### config.mk
export PLATFORM = sky130hd
export DESIGN_NAME = psi_section_framer_crc32_core_flat
export DESIGN_NICKNAME = d
export VERILOG_FILES = /design/src/design/psf_pkg.sv /design/src/design/psf_chan_if.sv /design/src/design/psf_res_buf.sv /design/src/design/psf_section_framer_crc32_core.sv /design/src/flat_wrapper.sv
export SDC_FILE = /design/constraint.sdc
export NUM_CORES = 1
export LEC_CHECK = 0
export ABC_AREA = 1
export ABC_CLOCK_PERIOD_IN_PS = 1110
export BUFFER_PORTS_ARGS = -buffer_cell sky130_fd_sc_hd__buf_2
export CORE_AREA = 2 2 39 41
export CTS_CLUSTER_DIAMETER = 30
export DETAILED_ROUTE_END_ITERATION = 8
export DIE_AREA = 0 0 41 43
export HOLD_SLACK_MARGIN = 0.05
export MAX_ROUTING_LAYER = met4
export PLACE_DENSITY_LB_ADDON = 0.3
export SYNTH_ARGS = -nofsm -noshare
export SYNTH_HDL_FRONTEND = slang
export SYNTH_SLANG_ARGS = --single-unit
### constraint.sdc
create_clock -name i_clk -period 1.11 [get_ports i_clk]
set_input_delay 0.222 -clock i_clk [delete_from_list [all_inputs] [get_ports i_clk]]
set_output_delay 0.222 -clock i_clk [all_outputs]
set_load 0.005 [all_outputs]
### src/design/psf_pkg.sv
// Shared types, status codes and the CRC-32/MPEG-2 byte update for the PSI section framer.
package psf_pkg;

    localparam int MAX_RES   = 8;
    localparam int RES_CNT_W = $clog2(MAX_RES + 1);

    localparam logic [11:0] LEN_MIN  = 12'd9;
    localparam logic [11:0] LEN_MAX  = 12'd1021;
    localparam logic [31:0] CRC_POLY = 32'h04C1_1DB7;
    localparam logic [31:0] CRC_INIT = 32'hFFFF_FFFF;

    localparam logic       REQ_HEADER  = 1'b0;
    localparam logic       REQ_PAYLOAD = 1'b1;

    localparam logic [7:0] TID_PAT = 8'd0;
    localparam logic [7:0] TID_PMT = 8'd2;

    localparam logic [2:0] ST_OK         = 3'd0;
    localparam logic [2:0] ST_BAD_LEN    = 3'd1;
    localparam logic [2:0] ST_BAD_NUM    = 3'd2;
    localparam logic [2:0] ST_BAD_TABLE  = 3'd3;
    localparam logic [2:0] ST_MISMATCH   = 3'd4;
    localparam logic [2:0] ST_UNEXPECTED = 3'd5;

    typedef struct packed {
        logic        req_type;
        logic [7:0]  table_ident;
        logic [15:0] table_ext;
        logic [4:0]  version;
        logic [7:0]  sect_num;
        logic [7:0]  last_sect_num;
        logic [11:0] sect_len;
        logic [7:0]  payload_byte;
        logic        payload_last;
    } t_in_item;

    typedef struct packed {
        logic [7:0] out_byte;
        logic       out_last;
        logic [2:0] status;
    } t_out_item;

    typedef struct packed {
        logic [RES_CNT_W-1:0]        count;
        t_out_item [MAX_RES-1:0]     items;
    } t_load;

    function automatic t_out_item mk_item(logic [7:0] b, logic last, logic [2:0] st);
        t_out_item it;
        it.out_byte = b;
        it.out_last = last;
        it.status   = st;
        return it;
    endfunction

    // Eight bit steps of the MSB-first CRC register.
    function automatic logic [31:0] crc_byte(logic [31:0] crc, logic [7:0] b);
        logic [31:0] c;
        c = crc ^ {b, 24'd0};
        for (int i = 0; i < 8; i++) begin
            c = c[31] ? ({c[30:0], 1'b0} ^ CRC_POLY) : {c[30:0], 1'b0};
        end
        return c;
    endfunction

endpackage

### src/design/psf_chan_if.sv
// Valid/ready stream channel carrying one payload item per request.
interface psf_chan_if #(
    parameter type t_data = logic
);
    logic  valid;
    logic  ready;
    t_data data;

    modport source (output valid, output data, input ready);
    modport sink   (input valid, input data, output ready);
endinterface

### src/design/psf_res_buf.sv
// Result buffer: loads up to eight items at once, shifts one out per cycle while ready.
module psf_res_buf (
    input  logic           i_clk,
    input  logic           i_rst_n,
    input  logic           i_load,
    input  psf_pkg::t_load i_load_data,
    output logic           o_can_load,
    psf_chan_if.source     o_out
);

    psf_pkg::t_out_item [psf_pkg::MAX_RES-1:0] r_items;
    logic [psf_pkg::RES_CNT_W-1:0]             r_rem;

    logic fire_out;

    assign fire_out    = o_out.valid && o_out.ready;
    assign o_out.valid = (r_rem != '0);
    assign o_out.data  = r_items[0];
    // accept a new load while the final item leaves
    assign o_can_load  = (r_rem == '0) ||
                         ((r_rem == psf_pkg::RES_CNT_W'(1)) && o_out.ready);

    always_ff @(posedge i_clk) begin
        if (!i_rst_n) begin
            r_rem <= '0;
        end else if (i_load) begin
            r_rem <= i_load_data.count;
        end else if (fire_out) begin
            r_rem <= r_rem - psf_pkg::RES_CNT_W'(1);
        end
    end

    always_ff @(posedge i_clk) begin
        if (i_load) begin
            r_items <= i_load_data.items;
        end else if (fire_out) begin
            for (int i = 0; i < psf_pkg::MAX_RES - 1; i++) begin
                r_items[i] <= r_items[i+1];
            end
        end
    end

endmodule

### src/design/psf_section_framer_crc32_core.sv
// Block top: takes section header and payload byte requests and emits a framed PSI section
// with trailing CRC-32/MPEG-2. While the output is ready, a payload byte request is taken
// every cycle and gives its byte in the next cycle, and the result buffer delivers one byte
// per cycle. A header request yields eight bytes and a final payload byte five, and the
// next request is taken in the cycle the last of those bytes leaves. Header bytes after
// the first are folded into the CRC by a one-byte-per-cycle stepper within the drain.
module psi_section_framer_crc32_core #(
    parameter int MAX_SECTION_BYTES = 1024
) (
    input  logic       i_clk,
    input  logic       i_rst_n,
    psf_chan_if.sink   i_in,
    psf_chan_if.source o_out
);

    localparam int MAX_EXP = (MAX_SECTION_BYTES - 12 < 1012) ? MAX_SECTION_BYTES - 12 : 1012;
    localparam int CNT_W   = $clog2(MAX_EXP + 2);
    localparam logic [12:0] MAX_BYTES = 13'(MAX_SECTION_BYTES);

    logic [31:0]      r_crc, n_crc;
    logic [CNT_W-1:0] r_seen, n_seen;
    logic [CNT_W-1:0] r_exp, n_exp;
    logic             r_in_sect, n_in_sect;
    logic             r_hbusy, n_hbusy;
    logic [2:0]       r_hstep;
    logic [7:0]       r_hdr [8];

    psf_pkg::t_in_item in_d;
    psf_pkg::t_load    n_load;
    logic              can_load;
    logic              fire_in;
    logic              hdr_ok;
    logic [7:0]        hdr [8];
    logic [31:0]       crc_p;
    logic [CNT_W:0]    seen_inc;
    logic              len_bad;

    assign in_d       = i_in.data;
    assign i_in.ready = can_load;
    assign fire_in    = i_in.valid && can_load;

    assign hdr[0] = in_d.table_ident;
    assign hdr[1] = {4'h8, in_d.sect_len[11:8]};
    assign hdr[2] = in_d.sect_len[7:0];
    assign hdr[3] = in_d.table_ext[15:8];
    assign hdr[4] = in_d.table_ext[7:0];
    assign hdr[5] = {2'b00, in_d.version, 1'b1};
    assign hdr[6] = in_d.sect_num;
    assign hdr[7] = in_d.last_sect_num;

    assign len_bad  = (in_d.sect_len < psf_pkg::LEN_MIN) || (in_d.sect_len > psf_pkg::LEN_MAX) ||
                      (({1'b0, in_d.sect_len} + 13'd3) > MAX_BYTES);
    assign seen_inc = {1'b0, r_seen} + (CNT_W + 1)'(1);
    assign crc_p    = psf_pkg::crc_byte(r_crc, in_d.payload_byte);

    always_comb begin
        n_crc     = r_crc;
        n_seen    = r_seen;
        n_exp     = r_exp;
        n_in_sect = r_in_sect;
        n_hbusy   = 1'b0;
        hdr_ok    = 1'b0;
        n_load    = '0;
        n_load.count = psf_pkg::RES_CNT_W'(1);
        if (in_d.req_type == psf_pkg::REQ_HEADER) begin
            n_in_sect = 1'b0;
            n_seen    = '0;
            n_exp     = '0;
            n_crc     = psf_pkg::CRC_INIT;
            if (len_bad) begin
                n_load.items[0] = psf_pkg::mk_item(8'd0, 1'b1, psf_pkg::ST_BAD_LEN);
            end else if (in_d.sect_num > in_d.last_sect_num) begin
                n_load.items[0] = psf_pkg::mk_item(8'd0, 1'b1, psf_pkg::ST_BAD_NUM);
            end else if ((in_d.table_ident != psf_pkg::TID_PAT) &&
                         (in_d.table_ident != psf_pkg::TID_PMT)) begin
                n_load.items[0] = psf_pkg::mk_item(8'd0, 1'b1, psf_pkg::ST_BAD_TABLE);
            end else begin
                hdr_ok       = 1'b1;
                n_hbusy      = 1'b1;
                n_in_sect    = 1'b1;
                n_exp        = CNT_W'(in_d.sect_len - psf_pkg::LEN_MIN);
                // fold the first header byte now, the stepper takes the rest
                n_crc        = psf_pkg::crc_byte(psf_pkg::CRC_INIT, hdr[0]);
                n_load.count = psf_pkg::RES_CNT_W'(8);
                for (int i = 0; i < 8; i++) begin
                    n_load.items[i] = psf_pkg::mk_item(hdr[i], (i == 7), psf_pkg::ST_OK);
                end
            end
        end else if (!r_in_sect) begin
            n_load.items[0] = psf_pkg::mk_item(8'd0, 1'b1, psf_pkg::ST_UNEXPECTED);
        end else if (r_exp == '0) begin
            n_in_sect = 1'b0;
            n_seen    = '0;
            n_exp     = '0;
            n_crc     = psf_pkg::CRC_INIT;
            if (in_d.payload_last) begin
                n_load.count    = psf_pkg::RES_CNT_W'(4);
                n_load.items[0] = psf_pkg::mk_item(r_crc[31:24], 1'b0, psf_pkg::ST_OK);
                n_load.items[1] = psf_pkg::mk_item(r_crc[23:16], 1'b0, psf_pkg::ST_OK);
                n_load.items[2] = psf_pkg::mk_item(r_crc[15:8], 1'b0, psf_pkg::ST_OK);
                n_load.items[3] = psf_pkg::mk_item(r_crc[7:0], 1'b1, psf_pkg::ST_OK);
            end else begin
                n_load.items[0] = psf_pkg::mk_item(8'd0, 1'b1, psf_pkg::ST_MISMATCH);
            end
        end else if ((seen_inc > {1'b0, r_exp}) ||
                     (in_d.payload_last && (seen_inc != {1'b0, r_exp}))) begin
            n_in_sect = 1'b0;
            n_seen    = '0;
            n_exp     = '0;
            n_crc     = psf_pkg::CRC_INIT;
            n_load.items[0] = psf_pkg::mk_item(8'd0, 1'b1, psf_pkg::ST_MISMATCH);
        end else if (!in_d.payload_last) begin
            n_seen = seen_inc[CNT_W-1:0];
            n_crc  = crc_p;
            n_load.items[0] = psf_pkg::mk_item(in_d.payload_byte, 1'b1, psf_pkg::ST_OK);
        end else begin
            n_in_sect = 1'b0;
            n_seen    = '0;
            n_exp     = '0;
            n_crc     = psf_pkg::CRC_INIT;
            n_load.count    = psf_pkg::RES_CNT_W'(5);
            n_load.items[0] = psf_pkg::mk_item(in_d.payload_byte, 1'b0, psf_pkg::ST_OK);
            n_load.items[1] = psf_pkg::mk_item(crc_p[31:24], 1'b0, psf_pkg::ST_OK);
            n_load.items[2] = psf_pkg::mk_item(crc_p[23:16], 1'b0, psf_pkg::ST_OK);
            n_load.items[3] = psf_pkg::mk_item(crc_p[15:8], 1'b0, psf_pkg::ST_OK);
            n_load.items[4] = psf_pkg::mk_item(crc_p[7:0], 1'b1, psf_pkg::ST_OK);
        end
    end

    always_ff @(posedge i_clk) begin
        if (!i_rst_n) begin
            r_crc     <= psf_pkg::CRC_INIT;
            r_seen    <= '0;
            r_exp     <= '0;
            r_in_sect <= 1'b0;
            r_hbusy   <= 1'b0;
            r_hstep   <= 3'd0;
        end else if (fire_in) begin
            r_crc     <= n_crc;
            r_seen    <= n_seen;
            r_exp     <= n_exp;
            r_in_sect <= n_in_sect;
            r_hbusy   <= n_hbusy;
            r_hstep   <= 3'd1;
        end else if (r_hbusy) begin
            // advance the header CRC one byte per cycle
            r_crc   <= psf_pkg::crc_byte(r_crc, r_hdr[r_hstep]);
            r_hstep <= r_hstep + 3'd1;
            if (r_hstep == 3'd7) begin
                r_hbusy <= 1'b0;
            end
        end
    end

    always_ff @(posedge i_clk) begin
        if (fire_in && hdr_ok) begin
            for (int i = 0; i < 8; i++) begin
                r_hdr[i] <= hdr[i];
            end
        end
    end

    psf_res_buf u_res_buf (
        .i_clk       (i_clk),
        .i_rst_n     (i_rst_n),
        .i_load      (fire_in),
        .i_load_data (n_load),
        .o_can_load  (can_load),
        .o_out       (o_out)
    );

endmodule
### src/flat_wrapper.sv
// flat-port wrapper written by rule: the top's interface ports become plain ports
module psi_section_framer_crc32_core_flat 
#(
    parameter int MAX_SECTION_BYTES = 1024
)
  (i_clk, i_rst_n, i_in_valid, i_in_data, i_in_ready, o_out_valid, o_out_data, o_out_ready);
  psf_chan_if i_in_i ();
  psf_chan_if o_out_i ();
  input  logic i_clk;
  input  logic i_rst_n;
  input wire logic [$bits(i_in_i.valid)-1:0] i_in_valid;
  input wire logic [$bits(i_in_i.data)-1:0] i_in_data;
  output wire logic [$bits(i_in_i.ready)-1:0] i_in_ready;
  output wire logic [$bits(o_out_i.valid)-1:0] o_out_valid;
  output wire logic [$bits(o_out_i.data)-1:0] o_out_data;
  input wire logic [$bits(o_out_i.ready)-1:0] o_out_ready;
  assign i_in_i.valid = i_in_valid;
  assign i_in_i.data = i_in_data;
  assign i_in_ready = i_in_i.ready;
  assign o_out_valid = o_out_i.valid;
  assign o_out_data = o_out_i.data;
  assign o_out_i.ready = o_out_ready;
  psi_section_framer_crc32_core #(.MAX_SECTION_BYTES(MAX_SECTION_BYTES)) u_core (.i_clk(i_clk), .i_rst_n(i_rst_n), .i_in(i_in_i), .o_out(o_out_i));
endmodule
After elaboration in Yosys (flattened, before gate mapping):

Index checks and enable logic that the tools add are counted.

* reductions and logical operators: 8
* multiplexer cells: 2
* equality and inequality tests: 1
* add/subtract/negate cells: 1
* bitwise operators: 1

Operators by type and width (number)
* $eq 4x1->1 const B: 1
* $logic_not 4->1: 1
* $reduce_bool 4->1: 1
* $sub 4x1->4 const B: 1
* $logic_and 1x1->1: 3
* $mux 1: 2
* $reduce_bool 2->1: 1
* $reduce_or 2->1: 1
* $logic_or 1x1->1: 1
* $not 1->1: 1

* word-level logic and storage cells: 16
* output and inout bits: 3
* bits of input ports: 5
* flip-flop bits (word level): 5

Depth between registers and ports, before layout:

* depth in word-level cells: 5
* depth in mapped cells: 10
* depth with buffers taken out: 10

Cells and area by module:

A second synthesis with hierarchy kept.

* cells, all modules: 85
* area, all modules: 663.1 um2

Modules (own cells, without submodules)
* psf_res_buf: area an instance 648.1 um2, instances 1, seq. area each 320.3 um2, cells each 81
* psi_section_framer_crc32_core: area an instance 15.0 um2, instances 1, seq. area each 0.0 um2, cells each 4

Worst setup path before layout:

OpenSTA, ideal clock, no wires.

* path kind: reg-to-reg
* from: register u_core.u_res_buf.r_rem[0] (netlist bit)
* to: register u_core.u_res_buf.r_rem[0] (netlist bit)
* setup time: 109 ps
* data arrival time: 1031 ps
* cell stages (with the launch flop): 9
* clock period less this slack: 1140 ps
* path buffers: 0
* required time: 1001 ps
* path slack: -30 ps
* path through: dfxtp_1 inv_1 ha_1 nand2_4 nand2_2 nand2_2 nand3_1 nand2_1 inv_1

* elaborated cells on any way between the ends: 11
* those cells by class: 1 x add/sub; 1 x eq/ne; 2 x mux; 7 x reduce/logical

RTL lines
* start, declared: line psf_res_buf.sv:12 `logic [psf_pkg::RES_CNT_W-1:0] r_rem;`
* start signal, assigned: line psf_res_buf.sv:27 `r_rem <= i_load_data.count;`
* start signal, assigned: line psf_res_buf.sv:29 `r_rem <= r_rem - psf_pkg::RES_CNT_W'(1);`
* $reduce_bool 4->1: line psf_res_buf.sv:17 `assign o_out.valid = (r_rem != '0);`
* named net o_out_valid: line flat_wrapper.sv:14 `output wire logic [$bits(o_out_i.valid)-1:0] o_out_valid;`
* $logic_and 1x1->1: line psf_res_buf.sv:16 `assign fire_out = o_out.valid && o_out.ready;`
* $reduce_bool 2->1 (no line)

The timed path passes the listed nets, and every way through them passes these cells. The select of a mux whose other input is x is not followed.
A chain may end at the register's enable or synchronous reset.

Worst setup path in the final report:

* from: register u_core.u_res_buf.r_rem[1] (netlist bit)
* to: output port i_in_ready

* longest elaborated chain between the ends: 3
* elaborated cells on any way between the ends: 4
* those cells by class: 1 x eq/ne; 3 x reduce/logical

RTL lines
* $eq 4x1->1: line psf_res_buf.sv:21 `((r_rem == psf_pkg::RES_CNT_W'(1)) && o_out.ready);`
* $logic_and 1x1->1: line psf_res_buf.sv:21
* $logic_or 1x1->1 (*): line psf_res_buf.sv:20 `assign o_can_load = (r_rem == '0) ||`
* end, declared: line flat_wrapper.sv:13 `output wire logic [$bits(i_in_i.ready)-1:0] i_in_ready;`

Mark *: on every way between the ends. The rest lies on a longest branch, timed or not.

==> summary.txt <==
Clock network
  – CTS root buf: clkbuf_4
  – TritonCTS buffer count: 3
  – H-tree depth: 1
  – Clk_lat worst skew: around 0.24 ns
  – CTS tree: built
  – CTS max path bufs: 2
  – Sink Count: 5
  – CTS hold repair buffers: 0
  – Clock transition at the registers of the reported paths: 0.05 ns

GRT
  – Initial antenna violation count: 0
  – Total track usage: under 10%
  – Vias in the first global route: around 280
  – Congestion Overflow GR: 0
  – Largest net degree at the start of global routing: 8
  – Global-route wire length before repair: 1.07 mm

Route
  – Drt drc: 0
  – Pre-antenna DRT Iters: 4
  – Total Wirelength: 660 microns
  – Routed length per instance: around 9.0 microns
  – Vias per cell: 4.15
  – Post-route ant nets: 0
  – Number of DRC markers in iteration 0: 4
  – Vias: 303

Status
  – Run status: complete, but fails checks
  – Failing checks: negative setup slack

Pwr
  – Leak: 0.236 nW
  – Total chip power: ~0.0015 W
  – Peak supply drop: around 900 uV
  – Power Density: 2980 nW/um^2

Final layout
  – Commonest non-fill, non-tap cell in the layout: nand2_1
  – Area growth syn-to-layout: 60.8%
  – Antenna cells: 0
  – Final net count: 65
  – Final Util: 36.3%
  – Most frequent cells in the layout: 8 x nand2_1, 7 x nand2_2, 5 x buf_4
  – FILL cells: 153
  – Share of cells above drive strength 1: 70.2%

Hold path
  – Hold_sp: i_rst_n
  – WHS Endpoint: u_core.u_res_buf.r_rem[0]
  – WHS Path Cells: 3
  – Worst min path class: in -> reg

Critical path
  – Crit start category: register
  – Worst r2r dst: u_core.u_res_buf.r_rem[0]
  – RR Startpoint: u_core.u_res_buf.r_rem[0]
  – WP data required: 0.89 ns
  – Arr. time, crit path: 1.08 ns
  – Critical path class: reg -> out
  – FF-to-FF path depth: 9
  – Worst reg-to-reg setup slack: -0.08 ns
  – Worst-path maximum fanout: 2
  – Element type at the critical path end: output port

Timing
  – Slew @ Worst Pin: 0.179 ns
  – Final setup violation count: 6
  – Max-Slew Margin vs Limit: 88.0%
  – Fin crit share: 117%
  – Minimum clock period: 1.30 ns
  – Max-slew violations: 0
  – Worst hold slack: 0.210 ns
  – RSZ-0062 raised after global routing: yes
  – Hold Fails Final Rpt: 0
  – Post-route setup slack: -0.190 ns
  – FMAX: 0.769 GHz
  – Setup Skew: 0.00518 ns

Logic synthesis
  – Yosys warns: 0
  – Yosys cell types: 15
  – Post-synth top area share: 32.0%
  – Synth area leaders: dfxtp_1 32%, nand2_1 16%, ha_1 8.0%, nand2_2 8.0%, nand2_4 7.2%
  – Synth Instances: 42
  – Flop and latch count out of synthesis: 5
  – Net Count, Synth: 49
  – Syn avg cell area: approximately 7.4 sq um
  – Area leader, netlist: dfxtp_1
  – Netlist Area Pre-Place: about 310 sq um
  – Part of the Yosys area used for sequential elements: 32.0%

Place
  – Dpl ws: -0.0301 ns
  – Final RePlAce weighted congestion: 0.667
  – Hpwl dp: 463 microns
  – Buffers on Ports: 6

Floorplan
  – Row count: 14
  – IO Pins: 8
  – Die area: approximately 1800 sq um
  – Die W: a little over 40 microns
  – Initial Utilization: 22.6%
  – Core area: 1380 sq um
  – Die height: around 43 microns

Job
  – Max-Cap Viols: 0
==> cell families (layout without fill, tap and decap cells) <==
group	Yosys count	after routing	share of synthesized area [%]
buf+inv	6	21	7.20
xor+xnor	1	1	2.80
fa+ha+maj	2	2	8.00
compound gates	3	3	8.40
simple gates	25	25	41.6
flops	5	5	32.0
==> metrics by stage <==
step,TNS [ns],instance area [sq um],std cells
floorplan,0,315,42
global placement,-0.0267,388,67
detailed placement,-0.0818,388,67
CTS,-0.557,483,73
global route,-1.05,503,73
finish,-0.586,503,73
==> worst max-delay path, cell delays in order, from the launching register on <==
cell      delay, ns
dfxtp_2        0.34
inv_4          0.05
ha_4           0.15
nand2_2        0.05
clkinv_2       0.05
nand2_2        0.05
nand2_2        0.05
buf_6          0.11
==> timing repair <==
| item | in CTS | in global routing |
|---|---|---|
| setup endpoints to repair | 6 | 7 |
| resized for setup | 16 | 6 |
| setup buffers | 2 | 0 |
| pin swaps | 2 | 3 |
==> final cells by class <==
cell class | instances | area (sq um) | share of cell area [%]
Timing Repair Buffer | 11 | 80.1 | 15.9
Clock buffer | 4 | 26.3 | 5.22
Tap cell | 16 | 20.0 | 3.98
Multi-Input combinational cell | 31 | 243 | 48.3
Sequential cell | 5 | 105 | 20.9
Inverter | 6 | 28.8 | 5.72
==> synth_stat cells <==
master,n
ha_1,2
nand2_1,13
nor2_1,1
inv_2,1
nand3b_1,1
o21ai_2,1
xor2_1,1
a21oi_2,2
nor2_2,2
clkinv_1,1
dfxtp_1,5
inv_1,4
nand2_4,2
nand2_2,4
nand3_1,2
==> registers in the layout (all words and copies together), names as in the netlist <==
register	flops
u_core.u_res_buf.o_out.data	1
u_core.u_res_buf.r_rem	4
==> worst max path at each step <==
stage / start / end / slack, ns
2_1_floorplan: u_core.u_res_buf.r_rem[1] / u_core.u_res_buf.r_rem[0] / 0.006
3_3_place_gp: u_core.u_res_buf.r_rem[0] / u_core.u_res_buf.r_rem[0] / -0.02
3_5_place_dp: u_core.u_res_buf.r_rem[1] / u_core.u_res_buf.r_rem[0] / -0.03
4_1_cts: u_core.u_res_buf.r_rem[1] / i_in_ready / -0.21
5_1_grt: u_core.u_res_buf.r_rem[1] / i_in_ready / -0.25
6_report: u_core.u_res_buf.r_rem[1] / i_in_ready / -0.19
==> layer usage <==
| layer | track usage (%) | part of all wire, % | wire length (microns) | vias up |
|---|---|---|---|---|
| met5 | - | 0 | 0 | - |
| met4 | 10.0 | 1.5 | 10 | 0 |
| met3 | 1.57 | 5.0 | 33 | 2 |
| met2 | 14.1 | 51 | 337 | 6 |
| met1 | 10.3 | 42 | 280 | 136 |
| li1 | - | - | - | 159 |
==> report_power, final <==
group,internal [W],leakage (nW),switching [W]
clock,0.000136,0.0150,0.0000725
sequential,0.000251,0.0421,0.0000618
combinational,0.000502,0.179,0.000476
total,0.000889,0.236,0.000611
(Power assumes the default switching activity.)
